## src/sv/tlpq_pkg.sv

```systemverilog
// Shared types, sizes and codes for the three-class priority queue.
// No dependencies; used by every module of the block.
package tlpq_pkg;

    localparam int CAPACITY   = 16;
    localparam int SLOT_W     = $clog2(CAPACITY);
    localparam int CNT_W      = $clog2(CAPACITY + 1);
    localparam int NUM_CLS    = 3;
    localparam int FIFO_DEPTH = 4;
    localparam int PTR_W      = $clog2(FIFO_DEPTH);
    localparam int FCNT_W     = $clog2(FIFO_DEPTH + 1);

    localparam int KEY_W    = 40;
    localparam int CLS_W    = 2;
    localparam int AGE_W    = 8;
    localparam int TAG_W    = 16;
    localparam int STATUS_W = 3;
    localparam int DATA_W   = 72;

    localparam logic CMD_INSERT = 1'b0;
    localparam logic CMD_REMOVE = 1'b1;

    localparam logic [CLS_W-1:0] CLS_URGENT = 2'd0;
    localparam logic [CLS_W-1:0] CLS_MIDDLE = 2'd1;
    localparam logic [CLS_W-1:0] CLS_LOW    = 2'd2;
    localparam logic [CLS_W-1:0] CLS_SPARE  = 2'd3;

    localparam logic [STATUS_W-1:0] ST_INSERTED  = 3'd0;
    localparam logic [STATUS_W-1:0] ST_DUPLICATE = 3'd1;
    localparam logic [STATUS_W-1:0] ST_FULL      = 3'd2;
    localparam logic [STATUS_W-1:0] ST_REMOVED   = 3'd3;
    localparam logic [STATUS_W-1:0] ST_EMPTY     = 3'd4;

    typedef struct packed {
        logic             remove;
        logic [KEY_W-1:0] key;
        logic [CLS_W-1:0] cls;
        logic [AGE_W-1:0] age;
        logic [TAG_W-1:0] tag;
    } cmd_t;

    typedef struct packed {
        logic [STATUS_W-1:0] status;
        logic [KEY_W-1:0]    key;
        logic [CLS_W-1:0]    cls;
        logic [AGE_W-1:0]    age;
        logic [TAG_W-1:0]    tag;
    } result_t;

endpackage

```

## src/sv/tlpq_front.sv

```systemverilog
// Front end: accepts command words, folds the spare class into low,
// and holds them in a short queue for the back end. Depends on tlpq_pkg.
module tlpq_front (
    input  logic                   aclk,
    input  logic                   aresetn,
    input  logic                   in_valid,
    output logic                   in_ready,
    input  tlpq_pkg::cmd_t         in_cmd,
    output logic                   q_valid,
    input  logic                   q_pop,
    output tlpq_pkg::cmd_t         q_cmd
);

    tlpq_pkg::cmd_t                      mem_reg [tlpq_pkg::FIFO_DEPTH];
    logic [tlpq_pkg::PTR_W-1:0]          wr_ptr_reg, wr_ptr_next;
    logic [tlpq_pkg::PTR_W-1:0]          rd_ptr_reg, rd_ptr_next;
    logic [tlpq_pkg::FCNT_W-1:0]         cnt_reg, cnt_next;
    tlpq_pkg::cmd_t                      cls_cmd;
    logic                                push, pop;

    assign in_ready = (cnt_reg != tlpq_pkg::FCNT_W'(tlpq_pkg::FIFO_DEPTH));
    assign q_valid  = (cnt_reg != '0);
    assign q_cmd    = mem_reg[rd_ptr_reg];
    assign push     = in_valid & in_ready;
    assign pop      = q_pop & q_valid;

    always_comb begin
        cls_cmd = in_cmd;
        if (in_cmd.cls == tlpq_pkg::CLS_SPARE) begin
            cls_cmd.cls = tlpq_pkg::CLS_LOW;
        end
    end

    always_comb begin
        wr_ptr_next = wr_ptr_reg;
        rd_ptr_next = rd_ptr_reg;
        cnt_next    = cnt_reg;
        if (push) begin
            wr_ptr_next = (wr_ptr_reg == tlpq_pkg::PTR_W'(tlpq_pkg::FIFO_DEPTH - 1))
                        ? '0 : wr_ptr_reg + 1'b1;
        end
        if (pop) begin
            rd_ptr_next = (rd_ptr_reg == tlpq_pkg::PTR_W'(tlpq_pkg::FIFO_DEPTH - 1))
                        ? '0 : rd_ptr_reg + 1'b1;
        end
        if (push && !pop) begin
            cnt_next = cnt_reg + 1'b1;
        end else if (pop && !push) begin
            cnt_next = cnt_reg - 1'b1;
        end
    end

    always_ff @(posedge aclk) begin
        if (!aresetn) begin
            wr_ptr_reg <= '0;
            rd_ptr_reg <= '0;
            cnt_reg    <= '0;
        end else begin
            wr_ptr_reg <= wr_ptr_next;
            rd_ptr_reg <= rd_ptr_next;
            cnt_reg    <= cnt_next;
        end
    end

    always_ff @(posedge aclk) begin
        if (push) begin
            mem_reg[wr_ptr_reg] <= cls_cmd;
        end
    end

endmodule

```

## src/sv/tlpq_back.sv

```systemverilog
// Back end: slot store, per-class order and counts, and the result register.
// Executes one queued command per cycle unless a result waits. Depends on tlpq_pkg.
module tlpq_back (
    input  logic                aclk,
    input  logic                aresetn,
    input  logic                q_valid,
    output logic                q_pop,
    input  tlpq_pkg::cmd_t      q_cmd,
    output logic                res_valid,
    input  logic                res_ready,
    output tlpq_pkg::result_t   res
);

    localparam int N = tlpq_pkg::CAPACITY;

    logic [N-1:0]                       valid_reg, valid_next;
    logic [tlpq_pkg::KEY_W-1:0]         key_reg   [N];
    logic [tlpq_pkg::CLS_W-1:0]         cls_reg   [N];
    logic [tlpq_pkg::AGE_W-1:0]         age_reg   [N];
    logic [tlpq_pkg::TAG_W-1:0]         tag_reg   [N];
    logic [tlpq_pkg::SLOT_W-1:0]        arr_reg   [N];
    logic [tlpq_pkg::CNT_W-1:0]         cnt_reg   [tlpq_pkg::NUM_CLS];

    logic                               out_valid_reg;
    tlpq_pkg::result_t                  out_reg, out_next;

    logic [N-1:0]                       match;
    logic                               dup, full, empty;
    logic [tlpq_pkg::SLOT_W-1:0]        free_idx, pick_idx;
    logic [tlpq_pkg::CLS_W-1:0]         sel_cls;
    logic                               do_ins, do_rem;

    assign q_pop     = q_valid & (~out_valid_reg | res_ready);
    assign res_valid = out_valid_reg;
    assign res       = out_reg;

    always_comb begin
        for (int i = 0; i < N; i++) begin
            match[i] = valid_reg[i] & (key_reg[i] == q_cmd.key);
        end
    end

    assign dup  = |match;
    assign full = &valid_reg;

    always_comb begin
        free_idx = '0;
        for (int i = N - 1; i >= 0; i--) begin
            if (!valid_reg[i]) begin
                free_idx = tlpq_pkg::SLOT_W'(i);
            end
        end
    end

    always_comb begin
        empty   = 1'b0;
        sel_cls = tlpq_pkg::CLS_URGENT;
        priority if (cnt_reg[tlpq_pkg::CLS_URGENT] != '0) begin
            sel_cls = tlpq_pkg::CLS_URGENT;
        end else if (cnt_reg[tlpq_pkg::CLS_MIDDLE] != '0) begin
            sel_cls = tlpq_pkg::CLS_MIDDLE;
        end else if (cnt_reg[tlpq_pkg::CLS_LOW] != '0) begin
            sel_cls = tlpq_pkg::CLS_LOW;
        end else begin
            empty = 1'b1;
        end
    end

    always_comb begin
        pick_idx = '0;
        for (int i = N - 1; i >= 0; i--) begin
            if (valid_reg[i] && cls_reg[i] == sel_cls && arr_reg[i] == '0) begin
                pick_idx = tlpq_pkg::SLOT_W'(i);
            end
        end
    end

    assign do_ins = q_pop & (q_cmd.remove == tlpq_pkg::CMD_INSERT) & ~dup & ~full;
    assign do_rem = q_pop & (q_cmd.remove == tlpq_pkg::CMD_REMOVE) & ~empty;

    always_comb begin
        out_next = '0;
        if (q_cmd.remove == tlpq_pkg::CMD_REMOVE) begin
            if (empty) begin
                out_next.status = tlpq_pkg::ST_EMPTY;
            end else begin
                out_next.status = tlpq_pkg::ST_REMOVED;
                out_next.key    = key_reg[pick_idx];
                out_next.cls    = cls_reg[pick_idx];
                out_next.age    = age_reg[pick_idx];
                out_next.tag    = tag_reg[pick_idx];
            end
        end else if (dup) begin
            out_next.status = tlpq_pkg::ST_DUPLICATE;
        end else if (full) begin
            out_next.status = tlpq_pkg::ST_FULL;
        end else begin
            out_next.status = tlpq_pkg::ST_INSERTED;
        end
    end

    always_comb begin
        valid_next = valid_reg;
        if (do_ins) begin
            valid_next[free_idx] = 1'b1;
        end
        if (do_rem) begin
            valid_next[pick_idx] = 1'b0;
        end
    end

    always_ff @(posedge aclk) begin
        if (!aresetn) begin
            valid_reg     <= '0;
            out_valid_reg <= 1'b0;
            for (int c = 0; c < tlpq_pkg::NUM_CLS; c++) begin
                cnt_reg[c] <= '0;
            end
        end else begin
            valid_reg <= valid_next;
            if (q_pop) begin
                out_valid_reg <= 1'b1;
            end else if (res_ready) begin
                out_valid_reg <= 1'b0;
            end
            if (do_ins) begin
                cnt_reg[q_cmd.cls] <= cnt_reg[q_cmd.cls] + 1'b1;
            end
            if (do_rem) begin
                cnt_reg[sel_cls] <= cnt_reg[sel_cls] - 1'b1;
            end
        end
    end

    always_ff @(posedge aclk) begin
        if (q_pop) begin
            out_reg <= out_next;
        end
        if (do_ins) begin
            key_reg[free_idx] <= q_cmd.key;
            cls_reg[free_idx] <= q_cmd.cls;
            age_reg[free_idx] <= q_cmd.age;
            tag_reg[free_idx] <= q_cmd.tag;
            arr_reg[free_idx] <= cnt_reg[q_cmd.cls][tlpq_pkg::SLOT_W-1:0];
        end
        if (do_rem) begin
            for (int i = 0; i < N; i++) begin
                if (valid_reg[i] && cls_reg[i] == sel_cls && arr_reg[i] != '0) begin
                    arr_reg[i] <= arr_reg[i] - 1'b1;
                end
            end
        end
    end

endmodule

```

## src/sv/three_level_priority_queue.sv

```systemverilog
// Top level of the three-class priority queue: stream ports, front end
// and back end. Depends on tlpq_pkg, tlpq_front and tlpq_back.
//
//  channel  | dir | tdata                                   | tuser
//  ---------+-----+-----------------------------------------+--------------
//  s_       | in  | entry_key, urgency, entry_age, entry_tag | command
//  m_       | out | out_key, out_urgency, out_age, out_tag   | status
//
// One word in and one word out per cycle sustained while m_tready is held high; a
// command is written into the command queue, then popped, with the slot update and
// result register written on the same edge, and the result word is then held until taken.
// Key match, free-slot search and class pick run across all slots at once.
// Reset empties the queue; s_tready drops only when the 4-word command
// queue fills while m_tready is held low.
module three_level_priority_queue (
    input  logic        aclk,
    input  logic        aresetn,
    input  logic        s_tvalid,
    output logic        s_tready,
    input  logic [71:0] s_tdata,   // entry_key[39:0], urgency[41:40], entry_age[49:42],
                                   // entry_tag[65:50], zero[71:66]
    input  logic [0:0]  s_tuser,   // command[0]
    output logic        m_tvalid,
    input  logic        m_tready,
    output logic [71:0] m_tdata,   // out_key[39:0], out_urgency[41:40], out_age[49:42],
                                   // out_tag[65:50], zero[71:66]
    output logic [2:0]  m_tuser    // status[2:0]
);

    tlpq_pkg::cmd_t     in_cmd, q_cmd;
    tlpq_pkg::result_t  res;
    logic               q_valid, q_pop;

    always_comb begin
        in_cmd.remove = s_tuser[0];
        in_cmd.key    = s_tdata[39:0];
        in_cmd.cls    = s_tdata[41:40];
        in_cmd.age    = s_tdata[49:42];
        in_cmd.tag    = s_tdata[65:50];
    end

    tlpq_front u_front (
        .aclk     (aclk),
        .aresetn  (aresetn),
        .in_valid (s_tvalid),
        .in_ready (s_tready),
        .in_cmd   (in_cmd),
        .q_valid  (q_valid),
        .q_pop    (q_pop),
        .q_cmd    (q_cmd)
    );

    tlpq_back u_back (
        .aclk      (aclk),
        .aresetn   (aresetn),
        .q_valid   (q_valid),
        .q_pop     (q_pop),
        .q_cmd     (q_cmd),
        .res_valid (m_tvalid),
        .res_ready (m_tready),
        .res       (res)
    );

    assign m_tdata = {6'd0, res.tag, res.age, res.cls, res.key};
    assign m_tuser = res.status;

endmodule

```

## config.mk

```make
export PLATFORM = sky130hd
export DESIGN_NAME = three_level_priority_queue
export DESIGN_NICKNAME = d
export VERILOG_FILES = /design/src/sv/tlpq_pkg.sv /design/src/sv/tlpq_front.sv /design/src/sv/tlpq_back.sv /design/src/sv/three_level_priority_queue.sv
export SDC_FILE = /design/constraint.sdc
export NUM_CORES = 2
export LEC_CHECK = 0
export BUFFER_PORTS_ARGS = -buffer_cell sky130_fd_sc_hd__buf_2
export CAP_MARGIN = 20
export CORE_UTILIZATION = 39
export DETAILED_ROUTE_END_ITERATION = 10
export PLACE_DENSITY = 0.62
export SYNTH_ARGS = -nofsm -noshare
export SYNTH_HDL_FRONTEND = slang
export SYNTH_SLANG_ARGS = --single-unit
```

## constraint.sdc

```tcl
create_clock -name aclk -period 11.3 [get_ports aclk]
set_clock_uncertainty 0.2 [all_clocks]
set_input_delay 0.565 -clock aclk [delete_from_list [all_inputs] [get_ports aclk]]
set_output_delay 0.565 -clock aclk [all_outputs]
set_load 0.02 [all_outputs]
```

==> flow_metrics.env <==
export IMPL_cts_tree="yes"
export IMPL_maxCapViolations=0
export IMPL_gr_total_overflow=0
export IMPL_yosysWarnings=0
export IMPL_ff2ff_path_depth=14
export IMPL_fin_hold_ws_ns=0.0804
export IMPL_largest_reg_flops=640
export IMPL_fin_crit_ns=7.90
export IMPL_power_density_mw_per_mm2=240
export IMPL_die_x_um=412
export IMPL_cp_required_ns=11.52
export IMPL_wl_per_cell_um=30.4
export IMPL_cp_depth=14
export IMPL_seq_area_frac_synth_pct=68.3
export IMPL_max_freq_mhz=127
export IMPL_numClockSinks=1503
export IMPL_avgViaCountPerCell=6.03
export IMPL_grt_start_max_net_pins=98
export IMPL_crit_path_end_kind="flop"
export IMPL_async_flop_share_pct=0
export IMPL_syn_cell_area_mm2=0.0657
export IMPL_dr_pass1_iters=11
export IMPL_yosys_area_top_type="edfxtp_1"
export IMPL_nets=4626
export IMPL_cp_max_fo=48
export IMPL_hold_depth=2
export IMPL_synth_distinct_cells=89
export IMPL_hp_class="in -> reg"
export IMPL_synth_top_cell_area_share_pct=67.5
export IMPL_grt_usage_pct=24.2
export IMPL_vdd_ir_drop_max_v=0.000181
export IMPL_ys_ff_latch=1503
export IMPL_crit_type="reg -> reg"
export IMPL_grt_pass1_vias=39000
export IMPL_crit_arrival_ns=8.12
export IMPL_io_pins=154
export IMPL_numCtsBuffers=160
export IMPL_synthToLayoutAreaGrowth_pct=13.7
export IMPL_rsz0062_at_grt="false"
export IMPL_worstMarginPinSlew_ns=1.14
export IMPL_place_gp_congestion=0.985
export IMPL_status="finished with violations"
export IMPL_grt_pass1_wl_mm=294
export IMPL_clk_insertion_delay_late_ns=0.83
export IMPL_fin_setup_tns_ns=0
export IMPL_core_mm2=0.167
export IMPL_num_vias=41400
export IMPL_num_rows=150
export IMPL_min_period_over_period_pct=69.9
export IMPL_postRouteAntennaNets=0
export IMPL_antenna_found_initial=17
export IMPL_cp_buffers_inverters=4
export IMPL_drc=1
export IMPL_drtIter0Drc=6140
export IMPL_hold_violations=0
export IMPL_synthFlopType="edfxtp_1"
export IMPL_syn_area_per_cell_um2=15.2
export IMPL_cp_common_cell="buf_4"
export IMPL_dp_hpwl_mm=137
export IMPL_final_util_pct=44.7
export IMPL_cts_max_path_buffers=3
export IMPL_h_tree_depth=4
export IMPL_place_detailed_instances=6486
export IMPL_cts_root_buf="clkbuf_16"
export IMPL_path_clk_slew_ns=0.06
export IMPL_violations="DRC"
export IMPL_report_final_slew_viol_count=0
export IMPL_instances_no_fill=6857
export IMPL_synthCells=4308
export IMPL_max_slew_margin_rel_pct=23.9
export IMPL_ys_top_cells_by_area="edfxtp_1 (68%), xnor2_1 (7.8%), mux4_2 (2.3%)"
export IMPL_critPathTopFamily="simple AND/OR/NAND/NOR gates"
export IMPL_start_util_pct=39.3
export IMPL_numPortBuffers=141
export IMPL_slowest_delay_ns=0.90
export IMPL_cp_start_kind="flop"
export IMPL_synth_edf_count=1477
export IMPL_setup_violations=0
export IMPL_dieHeight_um=412
export IMPL_cpMaxStageDelayCell="mux4_2"
export IMPL_layout_drive_gt1_share_pct=13.9
export IMPL_worstPathCellList="buf_4 > mux4_2 > xnor2_1 > nand4_1 > nor4_1 > nand3_1 > nand4_1 > nor3_1 > nand3_1 > nand3b_1 > buf_4 > nor2_4 > buf_4 > buf_4"
export IMPL_fillCellCount=14600
export IMPL_p_leak_nw=23.0
export IMPL_finalWirelength_mm=209
export IMPL_die_area_mm2=0.170
==> metal layers <==
| metal | wire [um] | track usage [%] |
|---|---|---|
| met5 | 93 | 0 |
| met4 | 8320 | 9.20 |
| met3 | 20900 | 5.79 |
| met2 | 93000 | 36.5 |
| met1 | 86300 | 33.8 |
==> final timing paths <==
| path | slack (ns) | from | endpoint |
|---|---|---|---|
| min | 0.08 | s_tdata[40] | u_front.mem_reg[0][24] |
| min reg2reg | 0.29 | u_back.res_valid | u_back.res_valid |
| max reg2reg | 3.40 | flop | u_back.key_reg[5][3] |
| max | 3.40 | flop | u_back.key_reg[5][3] |
==> where the power goes <==
part	switching [mW]	leakage, nW	total [mW]	internal, mW
clock	2.27	2.44	5.11	2.84
sequential	0.233	13.7	7.54	7.30
combinational	3.70	6.92	5.26	1.56
==> cell type report <==
class	count	area [um2]	share of cell area (%)
Antenna cell	9	22.5	0.0302
Clock inverter	81	790	1.06
Inverter	89	337	0.451
Multi-Input combinational cell	2448	19500	26.1
Sequential cell	1503	44900	60.1
Tap cell	2204	2760	3.69
Clock buffer	210	4210	5.64
Timing Repair Buffer	313	2190	2.93
==> placed cells by master, fill, tap and decap left out, types with 13 or more instances in the layout <==
master and instances:
clkinv_1 20, and3_1 44, nand2_1 155, clkbuf_16 161
dlygate4sd3_1 67, nor2_4 14, buf_4 102, a2bb2oi_1 54
clkinv_2 31, a31o_2 17, nand4_1 167, a31o_1 38
edfxtp_1 1477, inv_1 88, a22oi_1 163, or2_2 13
nor2b_1 26, a222oi_1 85, nor3b_1 17, a21oi_1 76
nor4_1 41, o21ai_0 77, buf_2 141, a22o_1 132
nor3_1 63, xnor2_1 582, nand3_1 85, mux4_2 68
mux2i_1 37, xor2_1 68, dfxtp_1 24, clkbuf_1 49
nor2_1 91, and2_1 13, ha_1 33, nand2b_1 14
a221oi_1 79
==> through the flow <==
| stage | worst slack [ns] | power, mW | area (um2) |
|---|---|---|---|
| finish | 3.40 | 17.9 | 74700 |
| CTS | 3.14 | 17.9 | 74600 |
| global route | 3.20 | 18.5 | 74600 |
| detailed placement | 3.16 | 12.8 | 68900 |
| global placement | 3.24 | 12.8 | 68900 |
| floorplan | 2.73 | 10.8 | 65700 |
==> cell usage after synthesis, types with 5 or more instances <==
| master | number |
|---|---|
| nor3b_1 | 17 |
| a2bb2oi_1 | 54 |
| a31o_2 | 17 |
| ha_1 | 33 |
| o211ai_1 | 8 |
| nor2b_1 | 27 |
| a31o_1 | 38 |
| a31oi_1 | 5 |
| dfxtp_1 | 26 |
| or2_2 | 13 |
| nand3_1 | 85 |
| nand2b_1 | 14 |
| a211oi_1 | 9 |
| or3_1 | 5 |
| edfxtp_1 | 1477 |
| nor4_1 | 42 |
| o21ai_0 | 77 |
| a21boi_0 | 7 |
| and3_1 | 49 |
| buf_4 | 12 |
| a211oi_2 | 5 |
| buf_1 | 5 |
| nor2_1 | 104 |
| buf_2 | 142 |
| mux4_2 | 68 |
| a22oi_1 | 163 |
| o22ai_1 | 10 |
| o221ai_1 | 9 |
| a22o_1 | 132 |
| and2_1 | 16 |
| inv_1 | 89 |
| nor3_1 | 65 |
| a222oi_1 | 85 |
| a32oi_1 | 8 |
| o2111ai_1 | 10 |
| a221oi_1 | 79 |
| a41o_1 | 6 |
| xnor2_1 | 582 |
| nand2_1 | 156 |
| clkbuf_1 | 113 |
| o221a_2 | 9 |
| xor2_1 | 68 |
| a21oi_1 | 77 |
| nand4_1 | 167 |
| mux2i_1 | 37 |
==> repair_timing <==
item	CTS	global route
endpoints found under the hold margin	269	0
hold buffers	67	0
gates resized for setup	0	0
setup buffers	0	0
==> cell families (layout without fill, tap and decap cells) <==
kind of cell,count (synthesis),in the layout,synth area share (%)
buffers and inverters,362,693,2.42
other,1,15,0.00571
multiplexers,109,109,2.96
XOR/XNOR,650,650,8.67
AO/OA/AOI/OAI,861,861,10.5
AND/OR/NAND/NOR,788,788,6.44
adder cells (fa/ha/maj),34,34,0.659
flip-flops,1503,1503,68.3
No activity file was read; power rests on OpenSTA's default activity.
